### config.mk
export PLATFORM = sky130hd
export DESIGN_NAME = i2c_master_byte_engine
export DESIGN_NICKNAME = d
export VERILOG_FILES = /design/src/rtl/i2c_mbe_pkg.sv /design/src/rtl/i2c_mbe_front.sv /design/src/rtl/i2c_mbe_queue.sv /design/src/rtl/i2c_mbe_back.sv /design/src/rtl/i2c_master_byte_engine.sv
export SDC_FILE = /design/constraint.sdc
export NUM_CORES = 1
export LEC_CHECK = 0
export BUFFER_PORTS_ARGS = -buffer_cell sky130_fd_sc_hd__clkbuf_2
export CAP_MARGIN = 20
export CELL_PAD_IN_SITES_DETAIL_PLACEMENT = 0
export CELL_PAD_IN_SITES_GLOBAL_PLACEMENT = 1
export CORE_MARGIN = 5
export CORE_UTILIZATION = 51
export CTS_BUF_LIST = sky130_fd_sc_hd__clkbuf_16
export DETAILED_ROUTE_END_ITERATION = 10
export PLACE_DENSITY = 0.86
export SYNTH_ARGS = -nofsm -noshare
export SYNTH_HDL_FRONTEND = slang
export SYNTH_SLANG_ARGS = --single-unit
### constraint.sdc
create_clock -name clk_i -period 5.8 [get_ports clk_i]
set_input_delay 0.58 -clock clk_i [delete_from_list [all_inputs] [get_ports clk_i]]
set_output_delay 0.58 -clock clk_i [all_outputs]
set_load 0.02 [all_outputs]
### src/rtl/i2c_mbe_pkg.sv
// shared types and constants of the i2c master byte engine
package i2c_mbe_pkg;

  typedef enum logic [2:0] {
    ActStart   = 3'd0,
    ActStop    = 3'd1,
    ActWrite   = 3'd2,
    ActRead    = 3'd3,
    ActWaitAck = 3'd4,
    ActAck     = 3'd5,
    ActNack    = 3'd6,
    ActProbe   = 3'd7
  } action_e;

  typedef struct packed {
    logic    cmd;
    action_e act;
    logic [7:0] tx;
    logic    sda;
  } item_t;

  localparam logic [4:0]  StepIdle      = 5'd31;
  localparam logic [15:0] PhaseTicksRst = 16'd10;

endpackage

### src/rtl/i2c_mbe_front.sv
// input stage: takes items from the input channel and registers them for the queue
module i2c_mbe_front import i2c_mbe_pkg::*; (
  input  logic       clk_i,
  input  logic       rst_ni,
  input  logic       in_valid_i,
  output logic       in_ready_o,
  input  logic       cmd_valid_i,
  input  logic [2:0] action_i,
  input  logic [7:0] tx_byte_i,
  input  logic       sda_in_i,
  output logic       push_o,
  output item_t      item_o,
  input  logic       q_ready_i
);

  logic  valid_q, valid_d;
  item_t item_q, item_d;
  logic  take;

  assign in_ready_o = !valid_q || q_ready_i;
  assign take       = in_valid_i && in_ready_o;

  always_comb begin
    valid_d = valid_q;
    item_d  = item_q;
    if (take) begin
      valid_d     = 1'b1;
      item_d.cmd  = cmd_valid_i;
      item_d.act  = action_e'(action_i);
      item_d.tx   = tx_byte_i;
      item_d.sda  = sda_in_i;
    end else if (q_ready_i) begin
      valid_d = 1'b0;
    end
  end

  always_ff @(posedge clk_i or negedge rst_ni) begin
    if (!rst_ni) begin
      valid_q <= 1'b0;
    end else begin
      valid_q <= valid_d;
    end
  end

  always_ff @(posedge clk_i) begin
    item_q <= item_d;
  end

  assign push_o = valid_q;
  assign item_o = item_q;

endmodule

### src/rtl/i2c_mbe_queue.sv
// short item queue between the input stage and the bus sequencer
module i2c_mbe_queue import i2c_mbe_pkg::*; #(
  parameter int unsigned QDepth = 2
) (
  input  logic  clk_i,
  input  logic  rst_ni,
  input  logic  push_i,
  input  item_t item_i,
  output logic  ready_o,
  output logic  valid_o,
  output item_t item_o,
  input  logic  pop_i
);

  localparam int unsigned PtrW = (QDepth > 1) ? $clog2(QDepth) : 1;
  localparam int unsigned CntW = $clog2(QDepth + 1);

  item_t           mem [QDepth];
  logic [PtrW-1:0] wr_ptr_q, wr_ptr_d, rd_ptr_q, rd_ptr_d;
  logic [CntW-1:0] count_q, count_d;
  logic            push, pop;

  assign ready_o = (count_q != CntW'(QDepth));
  assign valid_o = (count_q != '0);
  assign item_o  = mem[rd_ptr_q];
  assign push    = push_i && ready_o;
  assign pop     = pop_i && valid_o;

  always_comb begin
    wr_ptr_d = wr_ptr_q;
    rd_ptr_d = rd_ptr_q;
    count_d  = count_q;
    if (push) begin
      wr_ptr_d = (wr_ptr_q == PtrW'(QDepth - 1)) ? '0 : wr_ptr_q + 1'b1;
    end
    if (pop) begin
      rd_ptr_d = (rd_ptr_q == PtrW'(QDepth - 1)) ? '0 : rd_ptr_q + 1'b1;
    end
    if (push && !pop) begin
      count_d = count_q + 1'b1;
    end else if (pop && !push) begin
      count_d = count_q - 1'b1;
    end
  end

  always_ff @(posedge clk_i or negedge rst_ni) begin
    if (!rst_ni) begin
      wr_ptr_q <= '0;
      rd_ptr_q <= '0;
      count_q  <= '0;
    end else begin
      wr_ptr_q <= wr_ptr_d;
      rd_ptr_q <= rd_ptr_d;
      count_q  <= count_d;
    end
  end

  always_ff @(posedge clk_i) begin
    if (push) begin
      mem[wr_ptr_q] <= item_i;
    end
  end

  assert property (@(posedge clk_i) disable iff (!rst_ni) count_q <= CntW'(QDepth))
    else $error("queue count above depth");
  assert property (@(posedge clk_i) disable iff (!rst_ni) (push && !pop) |=> valid_o)
    else $error("queue empty after push");

endmodule

### src/rtl/i2c_mbe_back.sv
// bus sequencer: runs command phases one tick per item and registers the result
module i2c_mbe_back import i2c_mbe_pkg::*; (
  input  logic        clk_i,
  input  logic        rst_ni,
  input  logic        cfg_we_i,
  input  logic [15:0] cfg_wdata_i,
  input  logic        q_valid_i,
  input  item_t       q_item_i,
  output logic        pop_o,
  output logic        out_valid_o,
  input  logic        out_ready_i,
  output logic        scl_out_o,
  output logic        sda_out_o,
  output logic        busy_res_o,
  output logic        done_res_o,
  output logic [7:0]  rx_byte_o,
  output logic        nack_o
);

  localparam logic [1:0] GrpDelay = 2'd0;
  localparam logic [1:0] GrpLast  = 2'd1;
  localparam logic [1:0] GrpNone  = 2'd2;

  typedef struct packed {
    logic [4:0] step;
    action_e    act;
    logic [3:0] bit_idx;
    logic [7:0] shift;
    logic [7:0] rx;
    logic       ack;
    logic       scl;
    logic       sda;
    logic [1:0] stage;
  } seq_t;

  typedef struct packed {
    seq_t       st;
    logic [1:0] res;
  } grp_t;

  function automatic action_e sub_cmd(seq_t s);
    action_e a;
    a = s.act;
    if (s.act == ActProbe) begin
      unique case (s.stage)
        2'd0:    a = ActStart;
        2'd1:    a = ActWrite;
        2'd2:    a = ActWaitAck;
        default: a = ActStop;
      endcase
    end
    return a;
  endfunction

  function automatic grp_t run_group(seq_t s_in, action_e sub, logic sda);
    grp_t r;
    seq_t s;
    s = s_in;
    r.res = GrpDelay;
    unique case (sub)
      ActStart: begin
        if (s.step == 5'd0) begin
          s.sda = 1'b1; s.scl = 1'b1; s.step = 5'd1;
        end else if (s.step == 5'd1) begin
          s.sda = 1'b0; s.step = 5'd2;
        end else if (s.step == 5'd2) begin
          s.scl = 1'b0; s.step = 5'd3;
        end else begin
          r.res = GrpNone;
        end
      end
      ActStop: begin
        if (s.step == 5'd0) begin
          s.sda = 1'b0; s.scl = 1'b1; s.step = 5'd1;
        end else begin
          s.sda = 1'b1; r.res = GrpLast;
        end
      end
      ActWrite: begin
        if (s.bit_idx[3]) begin
          r.res = GrpNone;
        end else if (s.step == 5'd0) begin
          s.sda = s.shift[7]; s.step = 5'd1;
        end else if (s.step == 5'd1) begin
          s.scl = 1'b1; s.step = 5'd2;
        end else begin
          s.scl = 1'b0;
          if (s.bit_idx == 4'd7) begin
            s.sda = 1'b1;
          end
          s.shift   = {s.shift[6:0], 1'b0};
          s.step    = 5'd0;
          s.bit_idx = s.bit_idx + 4'd1;
        end
      end
      ActRead: begin
        if (s.bit_idx[3]) begin
          s.rx = s.shift; r.res = GrpNone;
        end else if (s.step == 5'd0) begin
          s.scl = 1'b1; s.sda = 1'b1; s.step = 5'd1;
        end else begin
          s.shift   = {s.shift[6:0], sda};
          s.scl     = 1'b0;
          s.step    = 5'd0;
          s.bit_idx = s.bit_idx + 4'd1;
        end
      end
      ActAck: begin
        if (s.step == 5'd0) begin
          s.sda = 1'b0; s.step = 5'd1;
        end else if (s.step == 5'd1) begin
          s.scl = 1'b1; s.step = 5'd2;
        end else if (s.step == 5'd2) begin
          s.scl = 1'b0; s.step = 5'd3;
        end else begin
          s.sda = 1'b1; r.res = GrpLast;
        end
      end
      default: begin
        if (s.step == 5'd0) begin
          s.sda = 1'b1; s.step = 5'd1;
        end else if (s.step == 5'd1) begin
          s.scl = 1'b1; s.step = 5'd2;
        end else if (s.step == 5'd2) begin
          if (sub == ActWaitAck) begin
            s.ack = sda;
          end
          s.scl = 1'b0; s.step = 5'd3;
        end else begin
          r.res = GrpNone;
        end
      end
    endcase
    r.st = s;
    return r;
  endfunction

  logic [15:0] phase_ticks_q, phase_len;
  logic [15:0] timer_q, timer_d;
  seq_t        seq_q, seq_d, pre, mid;
  grp_t        g1, g2;
  logic        idle, do_adv, done;
  logic        out_valid_q, out_valid_d;
  logic        scl_q, sda_q, busy_q, done_q, ack_q;
  logic [7:0]  rx_q;

  assign pop_o     = q_valid_i && (!out_valid_q || out_ready_i);
  assign idle      = (seq_q.step == StepIdle);
  assign phase_len = (phase_ticks_q == '0) ? 16'd1 : phase_ticks_q;

  always_comb begin
    pre     = seq_q;
    do_adv  = 1'b0;
    timer_d = timer_q;
    if (idle) begin
      if (q_item_i.cmd) begin
        pre.act     = q_item_i.act;
        pre.shift   = q_item_i.tx;
        pre.step    = 5'd0;
        pre.bit_idx = '0;
        pre.stage   = '0;
        do_adv      = 1'b1;
      end
    end else if (timer_q > 16'd1) begin
      timer_d = timer_q - 16'd1;
    end else begin
      do_adv = 1'b1;
    end

    g1          = run_group(pre, sub_cmd(pre), q_item_i.sda);
    mid         = g1.st;
    mid.stage   = g1.st.stage + 2'd1;
    mid.step    = 5'd0;
    mid.bit_idx = '0;
    g2          = run_group(mid, sub_cmd(mid), q_item_i.sda);

    seq_d = seq_q;
    done  = 1'b0;
    if (do_adv) begin
      if (g1.res == GrpDelay) begin
        seq_d   = g1.st;
        timer_d = phase_len;
      end else if (pre.act == ActProbe && pre.stage != 2'd3) begin
        seq_d = g2.st;
        if (g2.res == GrpDelay) begin
          timer_d = phase_len;
        end else begin
          seq_d.step = StepIdle;
          timer_d    = '0;
          done       = 1'b1;
        end
      end else begin
        seq_d      = g1.st;
        seq_d.step = StepIdle;
        timer_d    = '0;
        done       = 1'b1;
      end
    end

    out_valid_d = out_valid_q;
    if (pop_o) begin
      out_valid_d = 1'b1;
    end else if (out_ready_i) begin
      out_valid_d = 1'b0;
    end
  end

  always_ff @(posedge clk_i or negedge rst_ni) begin
    if (!rst_ni) begin
      phase_ticks_q <= PhaseTicksRst;
      timer_q       <= '0;
      seq_q         <= '{step: StepIdle, act: ActStart, scl: 1'b1, sda: 1'b1, default: '0};
      out_valid_q   <= 1'b0;
    end else begin
      if (cfg_we_i) begin
        phase_ticks_q <= cfg_wdata_i;
      end
      if (pop_o) begin
        timer_q <= timer_d;
        seq_q   <= seq_d;
      end
      out_valid_q <= out_valid_d;
    end
  end

  always_ff @(posedge clk_i) begin
    if (pop_o) begin
      scl_q  <= seq_d.scl;
      sda_q  <= seq_d.sda;
      busy_q <= (seq_d.step != StepIdle);
      done_q <= done;
      rx_q   <= seq_d.rx;
      ack_q  <= seq_d.ack;
    end
  end

  assign out_valid_o = out_valid_q;
  assign scl_out_o   = scl_q;
  assign sda_out_o   = sda_q;
  assign busy_res_o  = busy_q;
  assign done_res_o  = done_q;
  assign rx_byte_o   = rx_q;
  assign nack_o      = ack_q;

  assert property (@(posedge clk_i) disable iff (!rst_ni)
    (out_valid_q && done_q) |-> !busy_q)
    else $error("done reported while still busy");
  assert property (@(posedge clk_i) disable iff (!rst_ni)
    idle == (timer_q == '0))
    else $error("phase timer out of step with sequencer");
  assert property (@(posedge clk_i) disable iff (!rst_ni)
    (pop_o && !idle && timer_q > 16'd1) |=> ($stable(seq_q.scl) && $stable(seq_q.sda)))
    else $error("bus levels changed during a hold");

endmodule

### src/rtl/i2c_master_byte_engine.sv
// top level of the i2c master byte engine
//
// channel  | handshake              | payload
// ---------+------------------------+-------------------------------------------------
// input    | in_valid_i/in_ready_o  | cmd_valid_i action_i tx_byte_i sda_in_i
// output   | out_valid_o/out_ready_i| scl_out_o sda_out_o busy_res_o done_res_o
//          |                        | rx_byte_o nack_o
// config   | cfg_we_i               | cfg_wdata_i (phase length in ticks)
//
// one item per cycle unless the output stalls; each item is one bus tick, one result
// a result passes the input stage, the queue and the output register in turn
// the sequencer advances one tick per item, a probe chaining two phases
// reset is asynchronous, no clearing pass; the phase length resets to 10 ticks
// either side may stall on its own; the queue absorbs QDepth items between them
module i2c_master_byte_engine import i2c_mbe_pkg::*; #(
  parameter int unsigned QDepth = 2
) (
  input  logic        clk_i,
  input  logic        rst_ni,
  input  logic        cfg_we_i,
  input  logic [15:0] cfg_wdata_i,
  input  logic        in_valid_i,
  output logic        in_ready_o,
  input  logic        cmd_valid_i,
  input  logic [2:0]  action_i,
  input  logic [7:0]  tx_byte_i,
  input  logic        sda_in_i,
  output logic        out_valid_o,
  input  logic        out_ready_i,
  output logic        scl_out_o,
  output logic        sda_out_o,
  output logic        busy_res_o,
  output logic        done_res_o,
  output logic [7:0]  rx_byte_o,
  output logic        nack_o
);

  logic  push, q_ready, q_valid, pop;
  item_t f_item, q_item;

  i2c_mbe_front u_front (
    .clk_i       (clk_i),
    .rst_ni      (rst_ni),
    .in_valid_i  (in_valid_i),
    .in_ready_o  (in_ready_o),
    .cmd_valid_i (cmd_valid_i),
    .action_i    (action_i),
    .tx_byte_i   (tx_byte_i),
    .sda_in_i    (sda_in_i),
    .push_o      (push),
    .item_o      (f_item),
    .q_ready_i   (q_ready)
  );

  i2c_mbe_queue #(
    .QDepth (QDepth)
  ) u_queue (
    .clk_i   (clk_i),
    .rst_ni  (rst_ni),
    .push_i  (push),
    .item_i  (f_item),
    .ready_o (q_ready),
    .valid_o (q_valid),
    .item_o  (q_item),
    .pop_i   (pop)
  );

  i2c_mbe_back u_back (
    .clk_i       (clk_i),
    .rst_ni      (rst_ni),
    .cfg_we_i    (cfg_we_i),
    .cfg_wdata_i (cfg_wdata_i),
    .q_valid_i   (q_valid),
    .q_item_i    (q_item),
    .pop_o       (pop),
    .out_valid_o (out_valid_o),
    .out_ready_i (out_ready_i),
    .scl_out_o   (scl_out_o),
    .sda_out_o   (sda_out_o),
    .busy_res_o  (busy_res_o),
    .done_res_o  (done_res_o),
    .rx_byte_o   (rx_byte_o),
    .nack_o      (nack_o)
  );

endmodule

Yosys cells after proc, flatten, opt, wreduce, memory -nomap -nowiden
Memory sizes are Yosys's and may differ from the RTL's.
Cells that the tools add are included.
Storage, ports and cells
  latch bits: 0
  bits in writable memories: 26
  ROM bits: 0
  memories kept: 1
  bits of input ports: 34
  bits in registers: 97
Operators by class
  shift-type cells: 0
  multiplexer cells: 88
  reductions and logical operators: 32
  order comparisons: 1
  equal/unequal tests: 22
  divide/modulo/power cells: 0
  bitwise gates (word level): 1
  $add $sub $neg: 7
  multiply operators: 0
Memory list
  u_queue.mem: depth 2, bits a word 13, read ports 1, clocked after memory_dff 0, wr ports 1, RTL line i2c_mbe_queue.sv:18  | item_t mem [QDepth];
Operators with widths (number)
  2-to-1 mux 33 bit: 3
  2-to-1 mux 16 bit: 6
  2-to-1 mux 12 bit: 5
  2-to-1 mux 20 bit: 2
  2-to-1 mux 1 bit: 37
  2-to-1 mux 5 bit: 7
  2-to-1 mux 2 bit: 17
  one-hot mux 12 bit (2 select lines): 1
  one-hot mux 3 bit (3 select lines): 2
  greater-than comparator 16 x 1 -> 1 bit, second input constant: 1
  logical NOT 16 bit: 1
  2-to-1 mux 8 bit: 2
  subtractor 16 x 1 -> 16 bit, second input constant: 1
  one-hot mux 5 bit (3 select lines): 1
  equality test 3 x 2 -> 1 bit, second input constant: 4
  equality test 3 bit, second input constant: 4
  one-hot mux 2 bit (5 select lines): 1
  nonzero test 2 bit: 5
  logical AND 1 bit: 7
  equality test 3 x 1 -> 1 bit, second input constant: 2
  logical NOT 2 bit: 3
  logical NOT 3 bit: 2
  2-to-1 mux 3 bit: 2
  inequality test 2 bit, second input constant: 3
  22 further kinds: 32

Longest topological paths before layout
An unclocked memory read counts as a cell.
  word-level depth: 18
  mapped depth: 17

Cells and area by module
From an unflattened synthesis, not the netlist that was laid out.
Unflattened totals
  cells, all modules: 620
  area total of the unflattened synthesis: 6337.3 um^2
By module, submodules not included
  i2c_mbe_back: instances 1, area an instance 4748.3 um^2, cells each 545, seq. area each 2053.2 um^2
  i2c_mbe_queue: instances 1, area an instance 1144.8 um^2, cells each 58, seq. area each 880.8 um^2
  i2c_mbe_front: instances 1, area an instance 444.2 um^2, cells each 17, seq. area each 415.4 um^2

Worst setup path before layout
OpenSTA, ideal clock, no wires.
  path type: reg-to-reg
  start: reg u_queue.rd_ptr_q
  end: reg u_back.seq_q[14] (netlist bit)
  setup slack: 1.963 ns
  arrival: 3.754 ns
  cell stages (with the launch flop): 16
  setup time: 0.083 ns
  path through: dfrtp_1 -> buf_4 -> mux2_4 -> nand3_2 -> clkbuf_1 -> clkbuf_1 -> nand2_1 -> inv_1 -> ha_1 -> clkbuf_1 -> nand3b_1 -> a21boi_0 -> nor4b_1 -> clkbuf_1 -> mux2_2 -> o21ai_0
On the way
  word-level cells in the longest chain between the ends: 11
RTL lines
  from (decl): RTL line i2c_mbe_queue.sv:19  | logic [PtrW-1:0] wr_ptr_q, wr_ptr_d, rd_ptr_q, rd_ptr_d;
  from (signal assigned): RTL line i2c_mbe_queue.sv:53  | rd_ptr_q <= rd_ptr_d;
  memory (2 x 13 bit) *
  2-to-1 mux 2 bit: RTL line i2c_mbe_back.sv:156  | if (q_item_i.cmd) begin
  2-to-1 mux 2 bit: RTL line i2c_mbe_back.sv:155  | if (idle) begin
  equality test 2 bit, or another cell as far along: RTL line i2c_mbe_back.sv:45  | unique case (s.stage)
  one-hot mux 3 bit (3 select lines): RTL line i2c_mbe_back.sv:45
  2-to-1 mux 3 bit: RTL line i2c_mbe_back.sv:44  | if (s.act == ActProbe) begin
  equality test 3 x 2 -> 1 bit: RTL line i2c_mbe_back.sv:60  | unique case (sub)
  OR reduction 2 bit (no source line)
  one-hot mux 2 bit (3 select lines): RTL line i2c_mbe_back.sv:60
  logical NOT 2 bit: RTL line i2c_mbe_back.sv:180  | if (g1.res == GrpDelay) begin
  2-to-1 mux 33 bit: RTL line i2c_mbe_back.sv:180
  to (signal assigned): RTL line i2c_mbe_back.sv:220  | seq_q <= seq_d;
  to (decl): RTL line i2c_mbe_back.sv:140  | seq_t seq_q, seq_d, pre, mid;
Every way passes the cells marked *; elsewhere a longest branch is shown, timed or not.
A chain may end at the register's enable or synchronous reset.

Worst setup path in the final report
  start: reg u_queue.rd_ptr_q
  end: reg u_back.seq_q (netlist bit u_back.pre[9])
On the way
  word-level cells in the longest chain between the ends: 12
RTL lines
  memory (2 x 13 bit) *
  2-to-1 mux 2 bit: RTL line i2c_mbe_back.sv:156
  2-to-1 mux 2 bit: RTL line i2c_mbe_back.sv:155
  equality test 2 bit, or another cell as far along: RTL line i2c_mbe_back.sv:45
  one-hot mux 3 bit (3 select lines): RTL line i2c_mbe_back.sv:45
  2-to-1 mux 3 bit: RTL line i2c_mbe_back.sv:44
  equality test 3 x 2 -> 1 bit: RTL line i2c_mbe_back.sv:60
  OR reduction 2 bit (no source line)
  one-hot mux 2 bit (3 select lines): RTL line i2c_mbe_back.sv:60
  logical NOT 2 bit: RTL line i2c_mbe_back.sv:180
  2-to-1 mux 33 bit: RTL line i2c_mbe_back.sv:180
  2-to-1 mux 33 bit *: RTL line i2c_mbe_back.sv:179  | if (do_adv) begin
Marked as above.

==> impl_metrics.env <==
export IMPL_crit_path_end_kind="flop"
export IMPL_rsz0062_at_grt="false"
export IMPL_synth_top_cells_by_area="edfxtp_1 (25%), dfrtp_1 (25%), mux2_2 (4.6%)"
export IMPL_clock_sinks=123
export IMPL_start_kind="flop"
export IMPL_nets=689
export IMPL_cts_max_path_buffers=2
export IMPL_dp_hpwl_um=10500
export IMPL_finalWirelength_um=15010
export IMPL_ir_drop_mv=0.3358
export IMPL_worst_slack_ns=1.475
export IMPL_critPathSlowestCell="dfrtp_1"
export IMPL_syn_instance_count=602
export IMPL_power_mw=3.027
export IMPL_ys_ff_latch=123
export IMPL_tns_ns=0
export IMPL_timing_rr_start="u_queue.rd_ptr_q"
export IMPL_die_w_um=121.2
export IMPL_synth_async_reset_ratio_pct=57.72
export IMPL_synth_nets=644
export IMPL_worstPathArrival_ns=4.61
export IMPL_cts_setup_buffers=0
export IMPL_p_leak_nw=2.885
export IMPL_vias=4934
export IMPL_post_cts_resize_count=0
export IMPL_worst_slew_pin_slew_ns=0.9838
export IMPL_grt_usage_pct=21.88
export IMPL_gp_congestion=0.9500
export IMPL_ys_seq_area_share_pct=53.16
export IMPL_clock_skew_ns=0.01279
export IMPL_crit_chain="mux2_4 > nand3_2 > nand2_1 > inv_1 > ha_1 > nand3b_1 > a21boi_0 > nand2_1 > a221o_1 > nand2b_4 > nand2_1 > o21ai_1"
export IMPL_power_density_nw_per_um2=416.9
export IMPL_hold_slack_ns=0.3339
export IMPL_num_rows=40
export IMPL_cts_root_buf="clkbuf_16"
export IMPL_insertedDiodeCount=0
export IMPL_cts_tree="yes"
export IMPL_synth_edf_count=52
export IMPL_hold_path_class="input port to flop"
export IMPL_fin_crit_sh_pct=74.57
export IMPL_syn2layout_area_growth_pct=15.25
export IMPL_antenna_found_initial=0
export IMPL_clkTransAtPathRegs_ns=0.06
export IMPL_grt_pass1_wl_um=25120
export IMPL_port_buffers=48
export IMPL_cts_made_buffers=17
export IMPL_status="complete, no violations"
export IMPL_drv_cap=0
export IMPL_hold_viol=0
export IMPL_holdPathStages=1
export IMPL_synthFlopType="dfrtp_1"
export IMPL_rrSetupSlack_ns=1.48
export IMPL_grt_pass1_vias=4894
export IMPL_synth_avg_cell_area_um2=10.47
export IMPL_final_area_um2=7262
export IMPL_wl_per_cell_um=18.12
export IMPL_slew_headroom_pct=34.26
export IMPL_drive_above_1_share_pct=22.12
export IMPL_first_iter_violations=282
export IMPL_post_route_min_period_ns=4.325
export IMPL_drv_slew=0
export IMPL_die_y_um=121.2
export IMPL_cp_max_fo=25
export IMPL_cp_common_cell="nand2_1"
export IMPL_io_pins=49
export IMPL_postPlaceCellArea_um2=6680
export IMPL_grt_ovfl_total=0
export IMPL_synth_cell_types=78
export IMPL_fp_coreArea_um2=12060
export IMPL_start_util_pct=52.24
export IMPL_die_area_um2=14680
export IMPL_fmax_mhz=231.2
export IMPL_htreeDepth=4
export IMPL_critPathKind="flop to flop"
export IMPL_drc=0
export IMPL_cp_required_ns=6.08
export IMPL_hold_buffers=0
export IMPL_r2r_end="u_back.pre[9]"
export IMPL_ant_nets=0
export IMPL_slowest_delay_ns=0.96
export IMPL_dpl_worst_slack_ns=1.588
export IMPL_synth_area_leader_cell="edfxtp_1"
export IMPL_syn_cell_area_um2=6301
export IMPL_yosys_warnings=0
export IMPL_netlist_area_leader_share_pct=24.78
export IMPL_hp_start="tx_byte_i[0]"
export IMPL_worstSkewPairLatency_ns=0.42
export IMPL_min_to="u_front.item_o[1]"
export IMPL_setup_viol=0
export IMPL_worstRegToRegCells=12
export IMPL_viasPerCell=5.959
export IMPL_grt_max_degree=72
export IMPL_dr_pass1_iters=5
## cells in the mapped netlist, types with 5 or more instances
cell	number
o21ai_0	38
dfstp_2	9
nand3_1	9
a211oi_1	7
nand2_1	62
a31oi_1	10
mux2i_1	11
ha_1	8
a21o_1	5
nor3_1	14
o31ai_1	5
inv_1	11
nand2b_1	7
or3_1	6
nor2_1	65
buf_2	8
a21oi_1	30
nor4_1	10
nand3b_1	5
clkbuf_1	20
edfxtp_1	52
o21ai_1	16
a221o_1	8
and2_1	6
dfrtp_1	62
mux2_2	26
## layout by cell type, fill, tap and decap left out, types with 4 or more instances in the layout
cell,count
and2_1,6
mux2_2,26
ha_1,8
a31oi_1,10
nor3_1,14
or4_1,4
clkbuf_16,17
dfrtp_1,62
a21oi_1,30
inv_6,4
nor4_1,10
a21o_1,5
o21ai_1,16
o31ai_1,5
nand2_1,62
nor2_1,65
o21ai_0,38
a221o_1,8
nand4_1,4
nand3_1,9
nand3b_1,5
or3_1,6
edfxtp_1,52
o211ai_1,4
xnor2_1,4
clkbuf_2,47
a211oi_1,7
mux2i_1,11
buf_4,9
nand2b_1,7
inv_1,11
dfstp_2,9
## through the flow
step	utilization (%)	cells
6_report	60.21	828
5_1_grt	60.21	828
4_1_cts	60.08	826
3_5_place_dp	55.38	794
3_3_place_gp	55.38	794
2_1_floorplan	-	602
## flip-flops by register name, summed over array words and instances, names as in the netlist, 2 cells and up
signal / count
u_back.timer_q: 16
u_back.seq_q: 22
u_queue.mem: 26
u_back.pre: 11
u_back.phase_ticks_q: 16
u_queue.count_q: 2
u_back.rx_byte_o: 8
u_front.item_o: 13
## final cells by class
class	instances	area, µm²
Clock buffer	17	425.4
Multi-Input combinational cell	437	2786
Sequential cell	123	3349
Tap cell	168	210.2
Inverter	11	41.29
Fill cell	1007	4800
Timing Repair Buffer	57	307.8
Clock inverter	15	141.4
## worst max path at each step
stage / start / slack, ns / endpoint
after global placement: u_queue.rd_ptr_q / 1.72 / u_back.pre[10]
after floorplan: u_queue.rd_ptr_q / 1.96 / u_back.seq_q[14]
after CTS: u_queue.rd_ptr_q / 1.55 / u_back.pre[12]
after detailed placement: u_queue.rd_ptr_q / 1.59 / u_back.pre[12]
final: u_queue.rd_ptr_q / 1.48 / u_back.pre[9]
after global routing: u_queue.rd_ptr_q / 1.13 / u_back.pre[12]
## per-layer routing
| metal | global-route usage, % | vias to the layer above | wire length [µm] |
|---|---|---|---|
| li1 | - | 2356 | - |
| met1 | 29.14 | 2352 | 6587 |
| met2 | 34.18 | 190 | 7081 |
| met3 | 4.522 | 36 | 857 |
| met4 | 10.64 | 0 | 477 |
| met5 | 0 | - | 0 |
## critical path, delay by kind of cell (launching register included)
| family | cells | cell delay (ns) |
|---|---|---|
| fa+ha+maj | 1 | 0.27 |
| compound gates | 3 | 1.20 |
| mux | 1 | 0.36 |
| simple gates | 6 | 1.30 |
| buf+inv | 1 | 0.08 |
| flops | 1 | 0.96 |
## report_power, final
part           switching (mW)  internal (mW)
Sequential              0.178           1.13
Clock                   0.410          0.597
Combinational           0.428          0.283
Total                    1.02           2.01
## kinds of logic (layout without fill, tap and decap cells)
group           after synthesis  after routing  synth area share [%]
mux                          38             38                 6.632
simple gates                220            220                 17.45
compound gates              165            165                 17.61
buf+inv                      42            100                 2.721
flops                       123            123                 53.16
fa+ha+maj                     8              8                 1.589
xor+xnor                      6              6                0.8340
(Power assumes the default switching activity.)
